**config.mk**
```make
export PLATFORM = sky130hd
export DESIGN_NAME = record_packet_framer_with_hash_top
export DESIGN_NICKNAME = d
export VERILOG_FILES = /design/src/rtl/rpfh_pkg.sv /design/src/rtl/record_packet_framer_with_hash_top.sv /design/src/rtl/rpfh_front.sv /design/src/rtl/rpfh_fifo.sv /design/src/rtl/rpfh_back.sv
export SDC_FILE = /design/constraint.sdc
export NUM_CORES = 1
export LEC_CHECK = 0
export ABC_CLOCK_PERIOD_IN_PS = 20200
export BUFFER_PORTS_ARGS = -buffer_cell sky130_fd_sc_hd__buf_2
export CAP_MARGIN = 20
export CORE_MARGIN = 2
export CORE_UTILIZATION = 40
export DETAILED_ROUTE_END_ITERATION = 12
export PLACE_DENSITY_LB_ADDON = 0.25
export SETUP_SLACK_MARGIN = 0.2
export SLEW_MARGIN = 30
export SYNTH_ARGS = -nofsm -noshare
export SYNTH_HDL_FRONTEND = slang
export SYNTH_HIERARCHICAL = 1
export SYNTH_SLANG_ARGS = --single-unit
```
**constraint.sdc**
```tcl
create_clock -name clk_i -period 20.2 [get_ports clk_i]
set_input_delay 1.01 -clock clk_i [delete_from_list [all_inputs] [get_ports clk_i]]
set_output_delay 1.01 -clock clk_i [all_outputs]
set_load 0.01 [all_outputs]
```
**src/rtl/rpfh_pkg.sv**
```systemverilog
// ----------------------------------------------------------------------------
// Record packet framer package
// Shared types, constants and the hash step for the record packet framer.
// ----------------------------------------------------------------------------
package rpfh_pkg;

  localparam int unsigned PayloadBytesDefault = 128;
  localparam int unsigned FrameLen = 10;
  localparam int unsigned TrailerLen = 4;
  localparam int unsigned QueueDepth = 2;
  localparam int unsigned CfgIdxW = 2;
  localparam int unsigned CfgDataW = 32;

  localparam logic [31:0] HashMul = 32'h5bd1_e995;
  localparam int unsigned HashShift = 15;
  localparam logic [7:0] TypeStatus = 8'h02;
  localparam logic [7:0] TypeRunner = 8'h01;
  localparam logic [7:0] StatusMark = 8'hFF;

  typedef enum logic [CfgIdxW-1:0] {
    CFG_CONTROL_ID = 2'd0,
    CFG_HASH_KEY   = 2'd1
  } cfg_idx_e;

  typedef struct packed {
    logic [7:0]        runner_byte0;
    logic [7:0]        runner_byte1;
    logic [7:0]        runner_byte2;
    logic [31:0]       punch_time;
    logic [15:0]       battery_mv;
    logic signed [7:0] temperature;
    logic [7:0]        signal_quality;
    logic              last_record;
  } in_t;

  typedef struct packed {
    logic [7:0] payload_byte;
    logic       end_of_packet;
  } out_t;

  typedef struct packed {
    logic [FrameLen-1:0][7:0] frame;
    logic                     keep;
    logic                     last;
    logic                     first;
  } entry_t;

  function automatic logic [31:0] fold_byte(logic [31:0] h, logic [7:0] b);
    logic [31:0] x;
    logic [31:0] p;
    x = h ^ {24'd0, b};
    p = x * HashMul;
    return p ^ (p >> HashShift);
  endfunction

endpackage

```
**src/rtl/record_packet_framer_with_hash_top.sv**
```systemverilog
// ----------------------------------------------------------------------------
// Record packet framer with keyed hash
// Frames punch records into ten-byte frames and closes packets with a hash.
// ----------------------------------------------------------------------------
// The first byte of a record passes through the queue and then the output
// register before it goes valid, when the serializer is idle.
// The serializer sends one output beat per cycle while the output is not
// stalled: ten frame bytes per record and four more for the hash trailer.
// A dropped record that does not close a packet is popped without a beat.
// Reset clears the config registers, the fill count, the queue and the serializer state; no clearing pass.
module record_packet_framer_with_hash_top #(
  parameter int unsigned PAYLOAD_BYTES = rpfh_pkg::PayloadBytesDefault
) (
  input  logic                          clk_i,
  input  logic                          rst_ni,
  input  logic                          in_valid_i,
  output logic                          in_stall_o,
  input  rpfh_pkg::in_t                 in_data_i,
  output logic                          out_valid_o,
  input  logic                          out_stall_i,
  output rpfh_pkg::out_t                out_data_o,
  input  logic                          cfg_valid_i,
  output logic                          cfg_ready_o,
  input  logic [rpfh_pkg::CfgIdxW-1:0]  cfg_index_i,
  input  logic [rpfh_pkg::CfgDataW-1:0] cfg_data_i
);

  logic [15:0]      control_id_q, control_id_d;
  logic [31:0]      hash_key_q, hash_key_d;
  logic             push;
  logic             full;
  logic             pop;
  logic             empty;
  rpfh_pkg::entry_t push_entry;
  rpfh_pkg::entry_t head;

  assign cfg_ready_o = 1'b1;

  always_comb begin
    control_id_d = control_id_q;
    hash_key_d = hash_key_q;
    if (cfg_valid_i) begin
      unique case (cfg_index_i)
        rpfh_pkg::CFG_CONTROL_ID: control_id_d = cfg_data_i[15:0];
        rpfh_pkg::CFG_HASH_KEY:   hash_key_d = cfg_data_i;
        default:                  ;
      endcase
    end
  end

  always_ff @(posedge clk_i or negedge rst_ni) begin
    if (!rst_ni) begin
      control_id_q <= '0;
      hash_key_q <= '0;
    end else begin
      control_id_q <= control_id_d;
      hash_key_q <= hash_key_d;
    end
  end

  rpfh_front #(
    .PAYLOAD_BYTES(PAYLOAD_BYTES)
  ) u_front (
    .clk_i       (clk_i),
    .rst_ni      (rst_ni),
    .in_valid_i  (in_valid_i),
    .in_stall_o  (in_stall_o),
    .in_data_i   (in_data_i),
    .control_id_i(control_id_q),
    .queue_full_i(full),
    .push_o      (push),
    .entry_o     (push_entry)
  );

  rpfh_fifo u_fifo (
    .clk_i      (clk_i),
    .rst_ni     (rst_ni),
    .push_i     (push),
    .push_data_i(push_entry),
    .full_o     (full),
    .pop_i      (pop),
    .empty_o    (empty),
    .head_o     (head)
  );

  rpfh_back u_back (
    .clk_i      (clk_i),
    .rst_ni     (rst_ni),
    .empty_i    (empty),
    .head_i     (head),
    .pop_o      (pop),
    .hash_key_i (hash_key_q),
    .out_valid_o(out_valid_o),
    .out_stall_i(out_stall_i),
    .out_data_o (out_data_o)
  );

endmodule

```
**src/rtl/rpfh_front.sv**
```systemverilog
// ----------------------------------------------------------------------------
// Record packet framer front end
// Accepts records, classifies them, builds the frame and tracks fill level.
// ----------------------------------------------------------------------------
module rpfh_front #(
  parameter int unsigned PAYLOAD_BYTES = rpfh_pkg::PayloadBytesDefault
) (
  input  logic             clk_i,
  input  logic             rst_ni,
  input  logic             in_valid_i,
  output logic             in_stall_o,
  input  rpfh_pkg::in_t    in_data_i,
  input  logic [15:0]      control_id_i,
  input  logic             queue_full_i,
  output logic             push_o,
  output rpfh_pkg::entry_t entry_o
);

  localparam int unsigned CntW = $clog2(PAYLOAD_BYTES + 1);

  logic [CntW-1:0] count_q, count_d;
  logic [CntW:0]   count_next;
  logic            status;
  logic            keep;

  assign in_stall_o = queue_full_i;
  assign push_o = in_valid_i && !queue_full_i;

  assign count_next = {1'b0, count_q} + (CntW + 1)'(rpfh_pkg::FrameLen);
  assign keep = (count_next <= (CntW + 1)'(PAYLOAD_BYTES));
  assign status = (in_data_i.runner_byte0 == rpfh_pkg::StatusMark) &&
                  (in_data_i.runner_byte1 == rpfh_pkg::StatusMark);

  always_comb begin
    entry_o.keep = keep;
    entry_o.last = in_data_i.last_record;
    entry_o.first = (count_q == '0);
    entry_o.frame[1] = control_id_i[15:8];
    entry_o.frame[2] = control_id_i[7:0];
    if (status) begin
      entry_o.frame[0] = rpfh_pkg::TypeStatus;
      entry_o.frame[3] = in_data_i.battery_mv[15:8];
      entry_o.frame[4] = in_data_i.battery_mv[7:0];
      entry_o.frame[5] = in_data_i.signal_quality;
      entry_o.frame[6] = in_data_i.temperature;
      entry_o.frame[7] = 8'd0;
      entry_o.frame[8] = 8'd0;
      entry_o.frame[9] = 8'd0;
    end else begin
      entry_o.frame[0] = rpfh_pkg::TypeRunner;
      entry_o.frame[3] = in_data_i.runner_byte0;
      entry_o.frame[4] = in_data_i.runner_byte1;
      entry_o.frame[5] = in_data_i.runner_byte2;
      entry_o.frame[6] = in_data_i.punch_time[31:24];
      entry_o.frame[7] = in_data_i.punch_time[23:16];
      entry_o.frame[8] = in_data_i.punch_time[15:8];
      entry_o.frame[9] = in_data_i.punch_time[7:0];
    end
  end

  always_comb begin
    count_d = count_q;
    if (push_o) begin
      if (in_data_i.last_record) begin
        count_d = '0;
      end else if (keep) begin
        count_d = count_next[CntW-1:0];
      end
    end
  end

  always_ff @(posedge clk_i or negedge rst_ni) begin
    if (!rst_ni) begin
      count_q <= '0;
    end else begin
      count_q <= count_d;
    end
  end

endmodule

```
**src/rtl/rpfh_fifo.sv**
```systemverilog
// ----------------------------------------------------------------------------
// Record packet framer queue
// Short queue of framed records between the front end and the serializer.
// ----------------------------------------------------------------------------
module rpfh_fifo (
  input  logic             clk_i,
  input  logic             rst_ni,
  input  logic             push_i,
  input  rpfh_pkg::entry_t push_data_i,
  output logic             full_o,
  input  logic             pop_i,
  output logic             empty_o,
  output rpfh_pkg::entry_t head_o
);

  localparam int unsigned PtrW = (rpfh_pkg::QueueDepth > 1) ? $clog2(rpfh_pkg::QueueDepth) : 1;
  localparam int unsigned CntW = $clog2(rpfh_pkg::QueueDepth + 1);

  rpfh_pkg::entry_t mem_q [rpfh_pkg::QueueDepth];
  logic [PtrW-1:0] wr_ptr_q, wr_ptr_d;
  logic [PtrW-1:0] rd_ptr_q, rd_ptr_d;
  logic [CntW-1:0] count_q, count_d;

  assign full_o = (count_q == CntW'(rpfh_pkg::QueueDepth));
  assign empty_o = (count_q == '0);
  assign head_o = mem_q[rd_ptr_q];

  function automatic logic [PtrW-1:0] ptr_inc(logic [PtrW-1:0] p);
    return (p == PtrW'(rpfh_pkg::QueueDepth - 1)) ? '0 : p + 1'b1;
  endfunction

  always_comb begin
    wr_ptr_d = push_i ? ptr_inc(wr_ptr_q) : wr_ptr_q;
    rd_ptr_d = pop_i ? ptr_inc(rd_ptr_q) : rd_ptr_q;
    count_d = count_q + CntW'(push_i) - CntW'(pop_i);
  end

  always_ff @(posedge clk_i) begin
    if (push_i) begin
      mem_q[wr_ptr_q] <= push_data_i;
    end
  end

  always_ff @(posedge clk_i or negedge rst_ni) begin
    if (!rst_ni) begin
      wr_ptr_q <= '0;
      rd_ptr_q <= '0;
      count_q <= '0;
    end else begin
      wr_ptr_q <= wr_ptr_d;
      rd_ptr_q <= rd_ptr_d;
      count_q <= count_d;
    end
  end

endmodule

```
**src/rtl/rpfh_back.sv**
```systemverilog
// ----------------------------------------------------------------------------
// Record packet framer back end
// Sends frame bytes one per beat, folds them into the hash, appends trailer.
// ----------------------------------------------------------------------------
module rpfh_back (
  input  logic             clk_i,
  input  logic             rst_ni,
  input  logic             empty_i,
  input  rpfh_pkg::entry_t head_i,
  output logic             pop_o,
  input  logic [31:0]      hash_key_i,
  output logic             out_valid_o,
  input  logic             out_stall_i,
  output rpfh_pkg::out_t   out_data_o
);

  localparam logic [3:0] LastFrameIdx = 4'(rpfh_pkg::FrameLen - 1);
  localparam logic [3:0] FirstTrailIdx = 4'(rpfh_pkg::FrameLen);
  localparam logic [3:0] LastTrailIdx = 4'(rpfh_pkg::FrameLen + rpfh_pkg::TrailerLen - 1);

  logic           started_q, started_d;
  logic [3:0]     idx_q, idx_d;
  logic [31:0]    hash_q, hash_d;
  logic           out_valid_q, out_valid_d;
  rpfh_pkg::out_t out_q, out_d;

  logic [3:0]  idx;
  logic        can_emit;
  logic        skip;
  logic        emit;
  logic        done;
  logic        in_frame;
  logic [31:0] hash_base;
  logic [7:0]  cur_byte;

  assign idx = started_q ? idx_q : (head_i.keep ? 4'd0 : FirstTrailIdx);
  assign can_emit = !out_valid_q || !out_stall_i;
  assign skip = !empty_i && !head_i.keep && !head_i.last;
  assign emit = !empty_i && !skip && can_emit;
  assign in_frame = (idx <= LastFrameIdx);
  assign done = (idx == LastTrailIdx) || ((idx == LastFrameIdx) && !head_i.last);
  assign pop_o = skip || (emit && done);
  assign hash_base = ((idx == '0) && head_i.first) ? hash_key_i : hash_q;

  always_comb begin
    unique case (idx)
      FirstTrailIdx:         cur_byte = hash_q[31:24];
      FirstTrailIdx + 4'd1:  cur_byte = hash_q[23:16];
      FirstTrailIdx + 4'd2:  cur_byte = hash_q[15:8];
      LastTrailIdx:          cur_byte = hash_q[7:0];
      default:               cur_byte = in_frame ? head_i.frame[idx] : 8'd0;
    endcase
  end

  always_comb begin
    started_d = started_q;
    idx_d = idx_q;
    hash_d = hash_q;
    out_valid_d = out_valid_q && out_stall_i;
    out_d = out_q;
    if (emit) begin
      out_valid_d = 1'b1;
      out_d.payload_byte = cur_byte;
      out_d.end_of_packet = (idx == LastTrailIdx);
      if (in_frame) begin
        hash_d = rpfh_pkg::fold_byte(hash_base, cur_byte);
      end
      if (done) begin
        started_d = 1'b0;
      end else begin
        started_d = 1'b1;
        idx_d = idx + 1'b1;
      end
    end
  end

  always_ff @(posedge clk_i or negedge rst_ni) begin
    if (!rst_ni) begin
      started_q <= 1'b0;
      idx_q <= '0;
      out_valid_q <= 1'b0;
    end else begin
      started_q <= started_d;
      idx_q <= idx_d;
      out_valid_q <= out_valid_d;
    end
  end

  always_ff @(posedge clk_i) begin
    hash_q <= hash_d;
    out_q <= out_d;
  end

  assign out_valid_o = out_valid_q;
  assign out_data_o = out_q;

endmodule

```
==> reports/results.ini, run 1 <==
[timing]
relSlewSlack_pct=37.00
worstMarginPinSlew_ps=940.0
rsz0062_at_grt=false
finalSetupViolations=0
hold_viol_final=0
fin_worst_skew_ps=15.55
drv_slew=0
clock.fmax_mhz=102.4
period_needed_ps=9763
fin_hold_ws_ps=465.8
period_share_pct=48.33
tns_ps=0

[synth]
async_flop_share_pct=23.90
syn_area_um2=21700
muxShareOfSynthArea_pct=10.71
synth.distinct_cells=89
synth_edf_count=207
synthXorXnorAreaFrac_pct=4.151
synth_top_area_share_pct=28.64
synth_simple_gate_area_share_pct=5.188
synth_largest_area_cell=edfxtp_1
netlist_instances=1800
synth_seq_cells=272
synth_top_cells_by_area=edfxtp_1 29%, fa_1 17%, ha_1 13%
syn_avg_cell_area_um2=12.06
synth_compound_area_share_pct=5.949
yosys_warnings=6
synth_top_family_by_area=adder cells
yosys_most_used_dff=edfxtp_1
seq_area_frac_synth_pct=36.13
synthAdderAreaFrac_pct=29.23

[placement]
place_hpwl_um=42490
port_buffers=138
place.gp.congestion=0.9133

[critical_path]
reg2reg_to=u_back/hash_q[13]
timing.rr.start=u_fifo/rd_ptr_q
startpoint_type=register
reg2regPathDepth=30
crit_start=u_fifo/rd_ptr_q
end_kind=register
path_class=reg -> reg
critPathSlowestCell=dfrtp_4
critical_path_buf_inv_count=6
crit_path_max_fanout=43
crit_arrival_ps=10050
cp_top_family=adder cells
crit_required_ps=20490
critPathMaxStageDelay_ps=950
rrSetupSlack_ps=10440

[floorplanning]
die_area_um2=56140
core-area_um2=53710
die_w_um=236.9
num_rows=85
die_h_um=236.9
ioPinCount=140
start_util_pct=40.41

[finish]
nets=2445
regArea_um2=7846
layout_commonest_cell=inv_1
multi_input_area_um2=12050
num-fill-cells=4898
area_delta_synth_final_pct=10.11
drive_gt1_share_pct=20.13
most-common-layout-cells=358 x inv_1, 219 x ha_1, 207 x edfxtp_1

[clocking]
cts_tree=done
cts_made_buffers=30
ctsHoldBuffers=0
htreeDepth=1
post_cts_resized=0
cts_buffer_depth=3
cts-root-buf=clkbuf_16
clk_transition_reported_paths_ps=60
post_cts_buffers=0
cts.sinks=272
insertion_delay_ps=550

[drt]
drt_iter0_markers=963
wl_met3_um=3512
wl_per_cell_um=20.68
first_pass_iters=6
wl_met1_um=25360
ant_nets=0
routed_wl_um=54560
via_per_inst=5.091
top_layer=met5
wl_met2_um=24520
drc_errors=0
vias=13440

[hold_path]
hold_depth=0
hold-path-endpoint=u_fifo/mem_q[0][15]
hp-start=control_id_q[12]
hp-class=reg -> reg

[global_routing]
track_usage_pct=19.66
grt-ovfl-total=0
first_global_vias=13990
grt_max_degree=70
grt_first_pass_wirelength_um=83890
antenna_found_initial=8

[outcome]
status=completed

[job]
drv_cap=0

-- registers in the layout, summed over array words and instances, names as in the netlist, 2 cells and up --
| register | flops |
|---|---|
| u_fifo/count_q | 2 |
| u_back/out_data_o | 9 |
| u_fifo/mem_q | 166 |
| u_front/count_q | 7 |
| control_id_q | 16 |
| u_back/hash_q | 32 |
| hash_key_q | 32 |
| u_back/idx_q | 4 |
-- layout make-up --
type	instances	area share, %
clock inverters	11	0.2513
repair buffers	158	3.649
flip-flops and latches	272	32.83
inverters	359	5.639
clock buffers	45	3.550
diodes	1	0.01047
multi-input cells	1097	50.42
well taps	696	3.644
-- metal layers --
metal / vias to the layer above / track usage (%)
li1: 6236 / -
met1: 6736 / 28.24
met2: 370 / 31.32
met3: 79 / 3.509
met4: 14 / 3.836
met5: - / 0
-- worst reg2reg max path: cells and delay by family (launching register included) --
kind,cells,cell delay [ps]
XOR/XNOR,3,890
AND/OR/NAND/NOR,2,320
adder cells (fa/ha/maj),9,3840
flip-flops,1,950
buffers and inverters,6,480
multiplexers,1,310
AO/OA/AOI/OAI,9,2730
-- cell usage after synthesis, types with 7 or more instances --
cell type	n
inv_1	358
ha_1	219
edfxtp_1	207
fa_1	180
nand2_1	111
mux2_2	94
xnor2_1	66
dfrtp_1	65
mux2_4	60
a21oi_1	40
nor2_1	35
mux2i_1	32
buf_4	31
and2_1	27
xor2_1	26
a21o_1	20
clkbuf_1	19
o21ai_0	18
buf_2	13
o21a_1	13
buf_6	9
nor2b_1	9
o22ai_1	9
a22oi_1	8
nand2b_1	8
nand3_1	8
nand4_1	8
o221ai_1	7
-- how the worst max path moves through the flow --
stage          cells after the start           endpoint
5_1_grt                           31  u_back/hash_q[13]
6_report                          30  u_back/hash_q[13]
2_1_floorplan                     33  u_back/hash_q[13]
3_3_place_gp                      26  u_back/hash_q[13]
4_1_cts                           26  u_back/hash_q[13]
3_5_place_dp                      26  u_back/hash_q[13]
-- stage by stage --
step	setup slack (ps)	cell area, um2	instances	utilization, %
after floorplan	11460	21720	1805	-
after global placement	10510	22940	2580	42.71
after detailed placement	10390	22950	2581	42.74
after CTS	10350	23860	2637	44.43
after global routing	9897	23900	2639	44.50
final	10440	23900	2639	44.50
-- logic make-up after synthesis --
| logic type | after synthesis |
|---|---|
| DFF | 272 |
| and+or+nand+nor | 233 |
| AOI/OAI and AO/OA | 173 |
| xor gates and xnor gates | 97 |
| adders and majority gates | 399 |
| buffers and inverters | 436 |
| other | 2 |
| muxes | 188 |
Power of run 1 is not shown: default switching activity piles up to over one toggle a cycle in this logic, so the estimate is an artifact.
==> run 2, diff against run 1 <==
ABC_AREA = 1   (was not set)
ABC_CLOCK_PERIOD_IN_PS = 8200   (was 20200)
clock period = 8.2 ns   (was 20.2 ns; I/O delays follow)
==> reports/results.ini, run 2 <==
[timing]
period_share_pct=99.68  ; +51 points
rsz0062_at_grt=true
drv_slew=0  ; unchanged
hold_viol_final=0  ; unchanged
worstMarginPinSlew_ps=876.1  ; -63.88 ps
clock.fmax_mhz=122.3  ; +19%
relSlewSlack_pct=41.59  ; +4.6 points
period_needed_ps=8174  ; -1589 ps
fin_worst_skew_ps=10.61  ; -4.942 ps
finalSetupViolations=0  ; unchanged

[critical_path]
end_kind=register
critPathSlowestCell=fa_1
crit_required_ps=8520  ; -11970 ps
path_class=reg -> reg
crit_path_max_fanout=9  ; -79%
startpoint_type=register
crit_top_cell=fa_1
critPathMaxStageDelay_ps=570  ; -380 ps
crit_arrival_ps=8500  ; -1550 ps

[floorplanning]
num_rows=86  ; +1.2%
die_h_um=240.3  ; +1.4%
die_area_um2=57730  ; +2.8%
start_util_pct=40.53  ; +0.12 points
core-area_um2=55090  ; +2.6%
ioPinCount=140  ; unchanged
die_w_um=240.3  ; +1.4%

[drt]
vias=16750  ; +25%
routed_wl_um=62760  ; +15%
ant_nets=0  ; unchanged
via_per_inst=4.811  ; -5.5%
drc_errors=0  ; unchanged
drt_iter0_markers=919  ; -4.6%
wl_per_cell_um=18.03  ; -13%
first_pass_iters=5  ; -1

[clocking]
cts_tree=done
clk_transition_reported_paths_ps=60  ; about the same
cts_buffer_depth=3  ; unchanged
htreeDepth=1  ; unchanged
cts_made_buffers=29  ; -3.3%
insertion_delay_ps=580  ; +30 ps
cts-root-buf=clkbuf_16
cts.sinks=272  ; unchanged

[finish]
num-fill-cells=5095  ; +4.0%
reg_top3=u_fifo/mem_q x166, hash_key_q x32, u_back/hash_q x32
nets=3237  ; +32%
area_delta_synth_final_pct=23.53
final_area_um2=27580  ; +15%
most-common-layout-cells=553 x inv_1, 441 x nand2_1, 210 x buf_4
layout_commonest_cell=inv_1
largest_reg_flops=166  ; unchanged
largest-register=u_fifo/mem_q
drive_gt1_share_pct=24.44  ; +4.3 points
diodes=0  ; -1

[synth]
synth.distinct_cells=62  ; -30%
synth_common_cells=571 x inv_1, 467 x nand2_1, 219 x ha_1
synth_largest_area_cell=edfxtp_1
synth_top_area_share_pct=27.84  ; -0.80 points
seq_area_frac_synth_pct=35.12  ; -1.0 points
yosys_warnings=6  ; unchanged
syn_area_um2=22330  ; +2.9%
synth_most_common_cell=inv_1
netlist_instances=2382  ; +32%
yosys_most_used_dff=edfxtp_1
async_flop_share_pct=23.90  ; unchanged
syn_avg_cell_area_um2=9.375  ; -22%
synth_edf_count=207  ; unchanged
synth_top_cells_by_area=edfxtp_1 28%, fa_1 16%, ha_1 12%
synth_seq_cells=272  ; unchanged

[global_routing]
grt_max_degree=84  ; +20%
grt-ovfl-total=0  ; unchanged
antenna_found_initial=1  ; -7
first_global_vias=17400  ; +24%
grt_first_pass_wirelength_um=97560  ; +16%
track_usage_pct=22.22  ; +2.6 points

[job]
drv_cap=0  ; unchanged

[hold_path]
hp-class=in -> reg

[placement]
placed_area_um2=25250  ; +10%
place_hpwl_um=51040  ; +20%
port_buffers=138  ; unchanged
place.gp.congestion=0.9554  ; +4.6%

[outcome]
status=completed

-- run 2: cell count changes after synthesis, moves of 29 or more --
cell / delta
nor2_1: +29
mux2_4: -60
inv_1: +213
o21ai_0: +94
mux2_2: -94
xnor2_1: -43
nand4_1: +37
nand3_1: +52
nand2_1: +356
-- run 2: layout make-up --
cell class	instances	area (um2)	area share (%)
inverter	586	2216	8.033
clock inverter	13	166.4	0.6033
sequential	272	7846	28.45
timing repair buffer	379	2706	9.811
multi-input combinational	1442	12890	46.75
clock buffer	41	818.3	2.967
tap	748	935.9	3.393
-- run 2: what timing repair did --
| item | CTS | global route |
|---|---|---|
| hold buffers | 0 | 1 |
| setup endpoints to repair | 26 | 28 |
| buffers inserted | 15 | 15 |
| pin swaps | 24 | 46 |
| resized for setup | 103 | 130 |
| endpoints found under the hold margin | 0 | 26 |
-- run 2: worst paths after layout --
check / startpoint / end / slack [ps] / depth (start not counted)
worst max-delay path: u_fifo/rd_ptr_q / u_back/hash_q[15] / 30 / 35
worst min-delay path: cfg_data_i[1] / control_id_q[1] / 90 / 3
worst max register to register: u_fifo/rd_ptr_q / u_back/hash_q[15] / 30 / 35
worst min register to register: hash_key_q[31] / hash_key_q[31] / 480 / 2
max in group asynchronous: rst_ni / u_fifo/rd_ptr_q / 7200 / 3
min in group asynchronous: rst_ni / hash_key_q[24] / 460 / 3
-- run 2: routing by layer --
metal	share of wire [%]	wire, um	global-route usage, %	vias to the layer above
met5	0	0	0	-
met4	2.9	1840	5.778	0
met3	3.7	2310	1.837	82
met2	50	31220	38.88	355
met1	44	27390	29.68	8155
li1	-	-	-	8155
-- run 2: through the flow --
step                worst slack [ps]  instances  hold WS, ps  util, %  setup TNS, ps
global route                  -199.6       3481        85.12    50.07         -585.8
global placement              -409.2       3396        460.5    45.81          -2697
finish                         26.15       3481        89.79    50.07              0
CTS                            93.61       3465        66.82    48.82              0
detailed placement            -504.9       3396        462.8    45.83          -3014
floorplan                      154.1       2387        114.4        -              0
-- run 2: cell families (layout without fill, tap and decap cells) --
logic type / Yosys count / after routing / share of synthesized area, %
DFF: 272 / 272 / 35.12
adders and majority gates: 399 / 399 / 28.41
other: 2 / 7 / 0.03363
AOI/OAI and AO/OA: 244 / 244 / 6.701
and+or+nand+nor: 716 / 716 / 14.16
xor gates and xnor gates: 68 / 68 / 2.796
muxes: 8 / 8 / 0.3586
buffers and inverters: 673 / 1019 / 12.42
-- run 2: worst max-delay path, delay by kind of cell, from the launching register on --
| kind | cells | cell delay [ps] |
|---|---|---|
| flops | 1 | 510 |
| compound gates | 3 | 440 |
| fa+ha+maj | 9 | 4430 |
| buf+inv | 11 | 990 |
| xor+xnor | 3 | 530 |
| simple gates | 9 | 1030 |
Power of run 2 is left out for the same reason.
